<file path="src/rtl/core/qalu_pkg.sv">
package qalu_pkg;

  localparam int COMP_WIDTH = 16;
  localparam int FRAC_BITS  = 14;
  localparam int OPC_W      = 4;
  localparam int LANES      = 4;
  localparam int TERMS      = 4;

  localparam logic [OPC_W-1:0] OP_ADD      = 4'd0;
  localparam logic [OPC_W-1:0] OP_SUB      = 4'd1;
  localparam logic [OPC_W-1:0] OP_MUL      = 4'd2;
  localparam logic [OPC_W-1:0] OP_MUL_CONJ = 4'd3;
  localparam logic [OPC_W-1:0] OP_CONJ     = 4'd4;
  localparam logic [OPC_W-1:0] OP_NEG      = 4'd5;
  localparam logic [OPC_W-1:0] OP_SCALE    = 4'd6;
  localparam logic [OPC_W-1:0] OP_MIX      = 4'd7;
  localparam logic [OPC_W-1:0] OP_ADDR     = 4'd8;
  localparam logic [OPC_W-1:0] OP_SUBR     = 4'd9;
  localparam logic [OPC_W-1:0] OP_RSUBR    = 4'd10;
  localparam logic [OPC_W-1:0] OP_NORMSQ   = 4'd11;

  // Hamilton product: lane i, term k uses a[i^k] * b[k]; set bits subtract the term.
  localparam logic [TERMS-1:0] HAM_NEG [LANES] = '{4'b1110, 4'b0100, 4'b1000, 4'b0010};
  // Conjugating b flips every term that uses an imaginary part of b.
  localparam logic [TERMS-1:0] CONJ_FLIP = 4'b1110;

  typedef struct packed {
    logic [TERMS-1:0] neg;
    logic             shift;
  } lane_ctl_t;

endpackage

</file>
<file path="src/rtl/core/qalu_lane.sv">
module qalu_lane #(
  parameter int W  = qalu_pkg::COMP_WIDTH,
  parameter int F  = qalu_pkg::FRAC_BITS,
  parameter int YW = W + 1
) (
  input  logic                clk,
  input  logic                en,
  input  logic [3:0][W-1:0]   x,
  input  logic [3:0][YW-1:0]  y,
  input  qalu_pkg::lane_ctl_t ctl,
  output logic [W-1:0]        res_r,
  output logic                sat_r
);

  localparam int PW = W + YW;
  localparam int AW = PW + 2;

  logic signed [PW-1:0] prod_r [qalu_pkg::TERMS];
  qalu_pkg::lane_ctl_t  ctl_r;
  logic signed [AW-1:0] term;
  logic signed [AW-1:0] sum;
  logic signed [AW-1:0] shifted;
  logic [AW-W:0]        upper;
  logic                 ovf;
  logic [W-1:0]         res_nxt;

  always_ff @(posedge clk) begin
    if (en) begin
      for (int k = 0; k < qalu_pkg::TERMS; k++) begin
        prod_r[k] <= PW'($signed(x[k])) * PW'($signed(y[k]));
      end
      ctl_r <= ctl;
    end
  end

  always_comb begin
    sum  = '0;
    term = '0;
    for (int k = 0; k < qalu_pkg::TERMS; k++) begin
      term = AW'(prod_r[k]);
      sum  = ctl_r.neg[k] ? (sum - term) : (sum + term);
    end
    shifted = ctl_r.shift ? (sum >>> F) : sum;
    upper   = shifted[AW-1:W-1];
    ovf     = !((&upper) || (~|upper));
    if (ovf) begin
      res_nxt = shifted[AW-1] ? {1'b1, {(W-1){1'b0}}} : {1'b0, {(W-1){1'b1}}};
    end else begin
      res_nxt = shifted[W-1:0];
    end
  end

  always_ff @(posedge clk) begin
    if (en) begin
      res_r <= res_nxt;
      sat_r <= ovf;
    end
  end

endmodule
</file>
<file path="config.mk">
export PLATFORM = sky130hd
export DESIGN_NAME = qalu_lane
export DESIGN_NICKNAME = d
export VERILOG_FILES = /design/src/rtl/core/qalu_pkg.sv /design/src/rtl/core/qalu_lane.sv
export SDC_FILE = /design/constraint.sdc
export NUM_CORES = 2
export LEC_CHECK = 0
export ABC_CLOCK_PERIOD_IN_PS = 11100
export BUFFER_PORTS_ARGS = -buffer_cell sky130_fd_sc_hd__buf_2
export CAP_MARGIN = 30
export CORE_MARGIN = 3
export CORE_UTILIZATION = 55
export CTS_BUF_LIST = sky130_fd_sc_hd__clkbuf_4
export DETAILED_ROUTE_END_ITERATION = 16
export PLACE_DENSITY = 0.72
export REMOVE_ABC_BUFFERS = 1
export SLEW_MARGIN = 20
export SYNTH_ARGS = -nofsm -noshare
export SYNTH_HDL_FRONTEND = slang
export SYNTH_SLANG_ARGS = --single-unit
</file>
<file path="constraint.sdc">
create_clock -name clk -period 11.1 [get_ports clk]
set_clock_uncertainty 0.1 [all_clocks]
set_input_delay 2.22 -clock clk [delete_from_list [all_inputs] [get_ports clk]]
set_output_delay 2.22 -clock clk [all_outputs]
set_load 0.005 [all_outputs]
</file>
==> results.toml <==
[setup_path]
r2r_cells = 34
crit_top_cell = "a21oi_1"
cp.required_ns = 11.40
endpoint = "res_r[7]$_DFFE_PP_"
reg2reg_from = "prod_r[1][4]$_DFFE_PP_"
startpoint_type = "register"
r2r_end = "res_r[7]$_DFFE_PP_"
crit_path_max_fanout = 11
rrSetupSlack_ns = 0.82
end_kind = "register"
worst-setup-path-type = "reg2reg"
crit_arrival_ns = 10.57
crit_start = "prod_r[1][4]$_DFFE_PP_"
critPathMaxStageDelay_ns = 0.66
crit_path_top_delay_cell = "or4b_2"

[worst_hold_path]
hold_path.class = "reg2reg"

[yosys]
ys_warn_count = 0
syn_area_per_cell_um2 = 9.124
seq_area_frac_synth = 0.08630
synth_top_area_share = 0.4136
synthTopCellsByArea = "fa_1, ha_1, edfxtp_1"
synth_common_cells = "inv_1, fa_1, nand2_1"
synth_most_common_cell = "inv_1"
netlist_area_um2 = 53580
synth_cell_types = 86
yosysTopAreaCell = "fa_1"
synth_cells = 5873
async_flop_share = 0
ys_ff_latch = 154
ys.flop_type = "edfxtp_1"
synth_edf_count = 154

[floorplanning]
dieArea_um2 = 101200
core-area_um2 = 95860
ios = 156
row_count = 113
die_h_um = 318.1
initial_core_util = 0.5590
fp.dieW_um = 318.1

[sta]
hold_viol = 0
worst_hold_slack_ns = 0.9868
worst_slack_ns = 0.8229
rsz0062_at_grt = "no"
fin_crit_sh = 0.9259
post-route-min-period_ns = 10.28
max_freq_ghz = 0.09730
max-slew-margin-rel = 0.3743
setup_violations = 0
drv_slew = 0
tightestPinTransition_ns = 0.9299
tns_ns = 0

[clock_network]
cts_resized = 0
clock_path_buffers = 2
clk_pin_slew_ns = 0.15
holdBufCountCts = 0
clk_latency_ns = 0.66
clock_sinks = 154
cts-root-buf = "clkbuf_4"
post_cts.repair.setup_buffers = 0
cts_inserted_buffers = 17
cts-htree-levels = 4
cts_tree = "yes"

[drt]
antenna_left = 0
initialDrtViolationCount = 2284
first_pass_iters = 7
drt-vias-per-instance = 5.496
vias = 39221
drcViolationCount = 0
drt-total-wl_um = 123400
wl_per_cell_um = 17.29

[placed_design]
dp_hpwl_um = 103100
io_buffers = 155
place_congestion = 0.8970
pre_cts_ws_ns = 1.019

[global_routing]
grt_max_degree = 85
antenna_found_initial = 2
grt_pass1_vias = 41930
grtUsageMet2 = 0.4399
met1_usage = 0.3445
use_met3 = 0.02472
overflow = 0
grt_use_total = 0.2534
grt_pass1_wl_um = 210200
grt_busiest_layer = "met2"

[run]
max_cap_violations = 0

[final_layout]
layout-area-overhead-vs-synth_pct = 3.617
layout-drive-gt1-share = 0.04157
fin_nets = 7544
fill_cells = 8578

[run_status]
status = "finished clean"
[critical path, delay by kind of cell (launching register included)]
kind	cells	cell delay, ns
AOI/OAI and AO/OA	21	4.55
DFF	1	0.45
xor gates and xnor gates	3	0.54
adders and majority gates	3	1.03
and+or+nand+nor	7	3.33
[how the worst min path moves through the flow]
stage                     slack (ns)  depth (start not counted)                    from                  to
after floorplan                 0.81                          4  prod_r[3][0]$_DFFE_PP_  res_r[0]$_DFFE_PP_
after global routing            1.04                          4  prod_r[3][0]$_DFFE_PP_  res_r[0]$_DFFE_PP_
final                           0.99                          4  prod_r[3][0]$_DFFE_PP_  res_r[0]$_DFFE_PP_
after global placement          0.95                          4  prod_r[3][0]$_DFFE_PP_  res_r[0]$_DFFE_PP_
after detailed placement        0.96                          4  prod_r[3][0]$_DFFE_PP_  res_r[0]$_DFFE_PP_
after CTS                       0.98                          4  prod_r[3][0]$_DFFE_PP_  res_r[0]$_DFFE_PP_
[registers in the layout (all words and copies together) (netlist names)]
| signal | count |
|---|---|
| prod_r | 132 |
| ctl_r | 5 |
| res_r | 16 |
| sat_r | 1 |
[placed cells by master (no fill, tap or decap), types with 116 or more instances in the layout]
master    netlist  layout
and2_1        429     429
xnor2_1       295     295
ha_1          442     442
o21ai_0       116     116
inv_1        1232    1232
nand2_1       717     717
nor2_1        193     193
a21oi_1       257     257
fa_1         1107    1107
edfxtp_1      154     154
buf_2           0     156
[layer usage]
| metal | share of wire | routed length [um] |
|---|---|---|
| met4 | 0.025 | 3076 |
| met5 | 0 | 0 |
| met1 | 0.43 | 52820 |
| met3 | 0.047 | 5748 |
| met2 | 0.50 | 61730 |
[stage by stage]
stage	instances	instance area [um2]	util
after floorplan	5674	52800	-
after global placement	7099	55210	0.5759
after detailed placement	7101	55220	0.5760
after CTS	7133	55510	0.5791
after global routing	7135	55520	0.5792
final	7136	55520	0.5792
[logic make-up after synthesis]
kind of cell,count (synthesis),share of synthesized area
AOI/OAI and AO/OA,688,0.08173
xor gates and xnor gates,358,0.05954
adders and majority gates,1549,0.5168
buffers and inverters,1433,0.1011
DFF,154,0.08630
muxes,8,0.001564
and+or+nand+nor,1683,0.1530
[final cells by class]
class	instances	area, um2	area share
Timing Repair Buffer	163	834.6	0.01503
Multi-Input combinational cell	4286	43540	0.7842
Clock inverter	14	160.2	0.002885
Antenna cell	2	5.005	0.00009014
Clock buffer	18	135.1	0.002434
Tap cell	1265	1583	0.02851
Sequential cell	154	4624	0.08329
Inverter	1234	4637	0.08352
Power is not shown: default switching activity piles up to over one toggle a cycle in this logic, so the estimate is an artifact.
