<file path="src/rtl/core/qalu_pkg.sv">
package qalu_pkg;

  localparam int COMP_WIDTH = 16;
  localparam int FRAC_BITS  = 14;
  localparam int OPC_W      = 4;
  localparam int LANES      = 4;
  localparam int TERMS      = 4;

  localparam logic [OPC_W-1:0] OP_ADD      = 4'd0;
  localparam logic [OPC_W-1:0] OP_SUB      = 4'd1;
  localparam logic [OPC_W-1:0] OP_MUL      = 4'd2;
  localparam logic [OPC_W-1:0] OP_MUL_CONJ = 4'd3;
  localparam logic [OPC_W-1:0] OP_CONJ     = 4'd4;
  localparam logic [OPC_W-1:0] OP_NEG      = 4'd5;
  localparam logic [OPC_W-1:0] OP_SCALE    = 4'd6;
  localparam logic [OPC_W-1:0] OP_MIX      = 4'd7;
  localparam logic [OPC_W-1:0] OP_ADDR     = 4'd8;
  localparam logic [OPC_W-1:0] OP_SUBR     = 4'd9;
  localparam logic [OPC_W-1:0] OP_RSUBR    = 4'd10;
  localparam logic [OPC_W-1:0] OP_NORMSQ   = 4'd11;

  // Hamilton product: lane i, term k uses a[i^k] * b[k]; set bits subtract the term.
  localparam logic [TERMS-1:0] HAM_NEG [LANES] = '{4'b1110, 4'b0100, 4'b1000, 4'b0010};
  // Conjugating b flips every term that uses an imaginary part of b.
  localparam logic [TERMS-1:0] CONJ_FLIP = 4'b1110;

  typedef struct packed {
    logic [TERMS-1:0] neg;
    logic             shift;
  } lane_ctl_t;

endpackage

</file>
<file path="src/rtl/core/qalu_decode.sv">
module qalu_decode #(
  parameter int W  = qalu_pkg::COMP_WIDTH,
  parameter int F  = qalu_pkg::FRAC_BITS,
  parameter int YW = W + 1
) (
  input  logic                       clk,
  input  logic                       en,
  input  logic [qalu_pkg::OPC_W-1:0] opcode,
  input  logic [3:0][W-1:0]          a,
  input  logic [3:0][W-1:0]          b,
  input  logic [W-1:0]               scalar,
  output logic [3:0][W-1:0]          x_r   [qalu_pkg::LANES],
  output logic [3:0][YW-1:0]         y_r   [qalu_pkg::LANES],
  output qalu_pkg::lane_ctl_t        ctl_r [qalu_pkg::LANES]
);

  localparam logic [YW-1:0] ONE_Y  = YW'(1);
  localparam logic [YW-1:0] ONE_FX = ONE_Y << F;

  logic [3:0][W-1:0]   x_nxt   [qalu_pkg::LANES];
  logic [3:0][YW-1:0]  y_nxt   [qalu_pkg::LANES];
  qalu_pkg::lane_ctl_t ctl_nxt [qalu_pkg::LANES];
  logic [3:0][YW-1:0]  b_y;
  logic [YW-1:0]       s_y;
  logic [YW-1:0]       d_y;

  always_comb begin
    for (int k = 0; k < 4; k++) begin
      b_y[k] = {{(YW-W){b[k][W-1]}}, b[k]};
    end
    s_y = {{(YW-W){scalar[W-1]}}, scalar};
    d_y = ONE_FX - s_y;
  end

  always_comb begin
    for (int i = 0; i < qalu_pkg::LANES; i++) begin
      x_nxt[i]   = '0;
      y_nxt[i]   = '0;
      ctl_nxt[i] = '{neg: '0, shift: 1'b0};
    end
    case (opcode)
      qalu_pkg::OP_ADD, qalu_pkg::OP_SUB: begin
        for (int i = 0; i < qalu_pkg::LANES; i++) begin
          x_nxt[i][0] = a[i];
          y_nxt[i][0] = ONE_Y;
          x_nxt[i][1] = b[i];
          y_nxt[i][1] = ONE_Y;
          ctl_nxt[i].neg[1] = (opcode == qalu_pkg::OP_SUB);
        end
      end
      qalu_pkg::OP_MUL, qalu_pkg::OP_MUL_CONJ: begin
        for (int i = 0; i < qalu_pkg::LANES; i++) begin
          for (int k = 0; k < qalu_pkg::TERMS; k++) begin
            x_nxt[i][k] = a[i ^ k];
            y_nxt[i][k] = b_y[k];
          end
          ctl_nxt[i].neg   = (opcode == qalu_pkg::OP_MUL_CONJ)
                             ? (qalu_pkg::HAM_NEG[i] ^ qalu_pkg::CONJ_FLIP)
                             : qalu_pkg::HAM_NEG[i];
          ctl_nxt[i].shift = 1'b1;
        end
      end
      qalu_pkg::OP_CONJ, qalu_pkg::OP_NEG: begin
        for (int i = 0; i < qalu_pkg::LANES; i++) begin
          x_nxt[i][0] = a[i];
          y_nxt[i][0] = ONE_Y;
          ctl_nxt[i].neg[0] = (i != 0) || (opcode == qalu_pkg::OP_NEG);
        end
      end
      qalu_pkg::OP_SCALE: begin
        for (int i = 0; i < qalu_pkg::LANES; i++) begin
          x_nxt[i][0] = a[i];
          y_nxt[i][0] = s_y;
          ctl_nxt[i].shift = 1'b1;
        end
      end
      qalu_pkg::OP_MIX: begin
        for (int i = 0; i < qalu_pkg::LANES; i++) begin
          x_nxt[i][0] = a[i];
          y_nxt[i][0] = d_y;
          x_nxt[i][1] = b[i];
          y_nxt[i][1] = s_y;
          ctl_nxt[i].shift = 1'b1;
        end
      end
      qalu_pkg::OP_ADDR, qalu_pkg::OP_SUBR, qalu_pkg::OP_RSUBR: begin
        for (int i = 0; i < qalu_pkg::LANES; i++) begin
          x_nxt[i][0] = a[i];
          y_nxt[i][0] = ONE_Y;
          ctl_nxt[i].neg[0] = (opcode == qalu_pkg::OP_RSUBR);
        end
        x_nxt[0][1] = scalar;
        y_nxt[0][1] = ONE_Y;
        ctl_nxt[0].neg[1] = (opcode == qalu_pkg::OP_SUBR);
      end
      qalu_pkg::OP_NORMSQ: begin
        for (int k = 0; k < qalu_pkg::TERMS; k++) begin
          x_nxt[0][k] = a[k];
          y_nxt[0][k] = {{(YW-W){a[k][W-1]}}, a[k]};
        end
        for (int i = 0; i < qalu_pkg::LANES; i++) begin
          ctl_nxt[i].shift = 1'b1;
        end
      end
      default: begin
      end
    endcase
  end

  always_ff @(posedge clk) begin
    if (en) begin
      x_r   <= x_nxt;
      y_r   <= y_nxt;
      ctl_r <= ctl_nxt;
    end
  end

endmodule

</file>
<file path="config.mk">
export PLATFORM = sky130hd
export DESIGN_NAME = qalu_decode
export DESIGN_NICKNAME = d
export VERILOG_FILES = /design/src/rtl/core/qalu_pkg.sv /design/src/rtl/core/qalu_decode.sv
export SDC_FILE = /design/constraint.sdc
export NUM_CORES = 1
export LEC_CHECK = 0
export BUFFER_PORTS_ARGS = -buffer_cell sky130_fd_sc_hd__buf_4
export CELL_PAD_IN_SITES_DETAIL_PLACEMENT = 0
export CELL_PAD_IN_SITES_GLOBAL_PLACEMENT = 1
export CORE_AREA = 3 3 274 276
export CTS_CLUSTER_DIAMETER = 200
export DETAILED_ROUTE_END_ITERATION = 10
export DIE_AREA = 0 0 277 279
export PLACE_DENSITY = 0.63
export SYNTH_ARGS = -nofsm -noshare
export SYNTH_HDL_FRONTEND = slang
export SYNTH_SLANG_ARGS = --single-unit
</file>
<file path="constraint.sdc">
create_clock -name clk -period 2.96 [get_ports clk]
set_input_delay 0.592 -clock clk [delete_from_list [all_inputs] [get_ports clk]]
set_output_delay 0.592 -clock clk [all_outputs]
set_load 0.05 [all_outputs]
</file>
==> flow_metrics.py <==
metrics = {
    "timing": {
        "fmaxAchievable_mhz": 469,
        "maxSlewHeadroom_pct": 31.7,
        "worst_pin_slew_ps": 1020,
        "min_period_ps": 2130,
        "post-route-period-util_pct": 72.0,
        "setup_viol": 0,
        "slew_violations": 0,
        "finalHoldViolations": 0,
        "rsz0062_at_grt": "no",
        "tns_ps": 0,
    },
    "finish": {
        "finalNetCount": 1792,
        "post-route-util_pct": 30.7,
        "area_growth_pct": 41.9,
        "layout-drive-gt1-share_pct": 48.5,
        "fin_cells": 2632,
        "final_area_mm2": 0.0223,
    },
    "global_routing": {
        "grt_use_total_pct": 14.9,
        "antenna_found_initial": 4,
        "grt-ovfl-total": 0,
        "grt_pass1_wl_um": 85500,
        "grt_pass1_vias": 11899,
        "grt_max_degree": 100,
    },
    "clock_tree": {
        "post_cts_resized": 0,
        "ctsHoldBuffers": 0,
        "cts_root_buf": "clkbuf_16",
        "cts_max_level": 2,
        "cts.clk_slew.worst_paths_ps": 60,
        "postCtsSetupRepairBufs": 0,
        "clock_sinks": 362,
        "cts_made_buffers": 42,
        "clk_path_buf_depth": 3,
        "cts_tree": "done",
    },
    "flow_run": {
        "max-cap-violations": 0,
    },
    "critical_path": {
        "critical_path.max_fanout": 5,
        "timing.critical_path.from": "scalar[5]",
        "cp-end-kind": "flop",
        "crit_buf_inv": 1,
        "cp_slowest_cell": "or4_4",
        "critical_path_class": "primary input to flop",
        "worst_ep_arrival_time_ps": 2420,
        "cp_cell_sequence": "buf_4, or4_4, or4b_4, o21ai_2, xor2_1, o221ai_1",
        "startpoint_type": "primary input",
        "crit_family": "simple AND/OR/NAND/NOR gates",
        "max_stage_delay_ps": 610,
        "cp.required_ps": 3250,
    },
    "floorplan": {
        "num_rows": 99,
        "die-width_um": 277,
        "die-area_mm2": 0.0773,
        "die_h_um": 279,
        "core-area_mm2": 0.0728,
        "start_util_pct": 21.6,
        "top_level_ports": 698,
    },
    "status": {
        "status": "finished clean",
    },
    "logic_synthesis": {
        "ys_warn_count": 0,
        "synth_seq_cells": 362,
        "syn_area_per_cell_um2": 14.2,
        "synth_cells": 1112,
        "netlist.area_leader.share_pct": 69.1,
        "yosysUniqueCellTypes": 48,
        "synth_area_leader_cell": "edfxtp_1",
        "synth-edff-count": 362,
        "async_flop_share_pct": 0,
        "syn_nets": 1263,
        "synthTopCellsByArea": "edfxtp_1 (69%), buf_4 (8.9%), a21o_1 (4.3%), and3_1 (3.8%), and2_1 (3.6%)",
        "yosysSeqAreaShare_pct": 69.1,
        "synth_area_mm2": 0.0157,
        "synth-main-ff-cell": "edfxtp_1",
    },
    "route": {
        "drtIter0Drc": 871,
        "via_per_inst": 4.34,
        "via_count": 11428,
        "wl_per_cell_um": 23.0,
        "ant_nets": 0,
        "drc": 0,
        "first_pass_iters": 9,
        "wirelength_um": 60500,
    },
    "power_and_ir_drop": {
        "vdd_drop_max_uv": 452,
        "seqPwrFrac_pct": 40.7,
        "comb_power_share_pct": 24.7,
        "switching_share_pct": 33.0,
        "leakagePower_uw": 0.0101,
        "switchingPower_uw": 5110,
        "internal_power_uw": 10400,
        "finalPower_uw": 15500,
        "clkPwrFrac_pct": 34.6,
        "pwr_density_cell_mw_per_mm2": 693,
    },
    "worst_hold_path": {
        "hp-class": "primary input to flop",
        "min_from": "b[41]",
    },
    "placed_design": {
        "post_dp_cell_area_mm2": 0.0209,
        "place_inst": 2556,
        "gp_congestion": 0.830,
        "hpwl_um": 45400,
        "port-buffer-count": 697,
    },
}
==> cells by family after synthesis <==
group | share of synthesized area, %
DFF | 69.1
AOI/OAI and AO/OA | 8.94
muxes | 0.0636
buffers and inverters | 11.4
xor gates and xnor gates | 0.612
adders and majority gates | 0.0795
and+or+nand+nor | 9.80
==> cell usage after synthesis, types with 3 or more instances <==
cell type  instances
and2_1            91
or2_2              4
inv_1             42
nor3_1             6
nand2b_1           5
nand2_1           18
or3_1              5
xor2_1             6
a22o_1            14
nor3b_1            4
buf_4            186
clkbuf_1          56
o21ai_0           14
a222oi_1          16
and3_1            96
a22oi_1            7
nor2_1            11
a21oi_1           30
a21o_1            90
o31ai_1            3
edfxtp_1         362
o22ai_1            5
xnor2_1            5
o221ai_1           6
==> layout by cell type (no fill, tap or decap), types with 2 or more instances in the layout <==
master and instances:
or3_1 5, a22oi_1 7, o221ai_1 6, o21ai_0 13, nand3b_1 2, clkinv_2 6
or2_2 3, nor3_1 5, nor2_1 7, clkinv_1 9, a21o_1 90, and3_1 96
nor2b_1 2, nand3_1 2, nor3b_1 4, clkbuf_16 43, inv_1 42, a22o_1 14
o31ai_1 3, xnor2_1 5, a21oi_1 29, xor2_1 6, edfxtp_1 362, a222oi_1 16
clkbuf_1 7, or4_4 2, nand2_1 18, and2_1 91, bufinv_16 7, buf_4 725
nor2_4 2, nor2_2 2, nand2b_1 5, buf_12 6, diode_2 2, o22ai_1 5
==> power by group through the flow <==
| stage | sequential [uW] | combinational, uW | clock (uW) |
|---|---|---|---|
| after floorplan | 7720 | 1210 | 0 |
| after global placement | 6410 | 3840 | 0 |
| after detailed placement | 6410 | 3840 | 0 |
| after CTS | 6310 | 3850 | 5500 |
| after global routing | 6340 | 3940 | 5720 |
| final | 6300 | 3820 | 5360 |
==> routing by layer <==
layer	wire, um	share of wire, %	global-route usage [%]
met1	22000	36	16.6
met3	5500	9.1	4.57
met5	0	0	0
met2	31500	52	27.3
met4	1480	2.5	4.12
==> state kept, by name, indices dropped and copies added, names as in the netlist <==
register	flops
x_r	224
y_r	130
ctl_r	8
==> area by class of cell <==
| type | instances | area [um2] |
|---|---|---|
| repair buffers | 732 | 5580 |
| clock buffers | 50 | 1100 |
| inverters | 43 | 161 |
| well taps | 959 | 1200 |
| diodes | 2 | 5.00 |
| clock inverters | 24 | 295 |
| multi-input cells | 460 | 3120 |
| fillers | 7367 | 50500 |
| flip-flops and latches | 362 | 10900 |
==> stage by stage <==
step	setup WS (ps)	hold WS, ps
2_1_floorplan	537	704
3_3_place_gp	280	871
3_5_place_dp	249	876
4_1_cts	840	270
5_1_grt	729	285
6_report	829	321
==> path summary, 6_finish.rpt <==
path / slack, ps / depth (start not counted) / to
max: 830 / 6 / y_r[219]$_DFFE_PP_
min: 320 / 2 / x_r[89]$_DFFE_PP_
(Power assumes the default switching activity.)
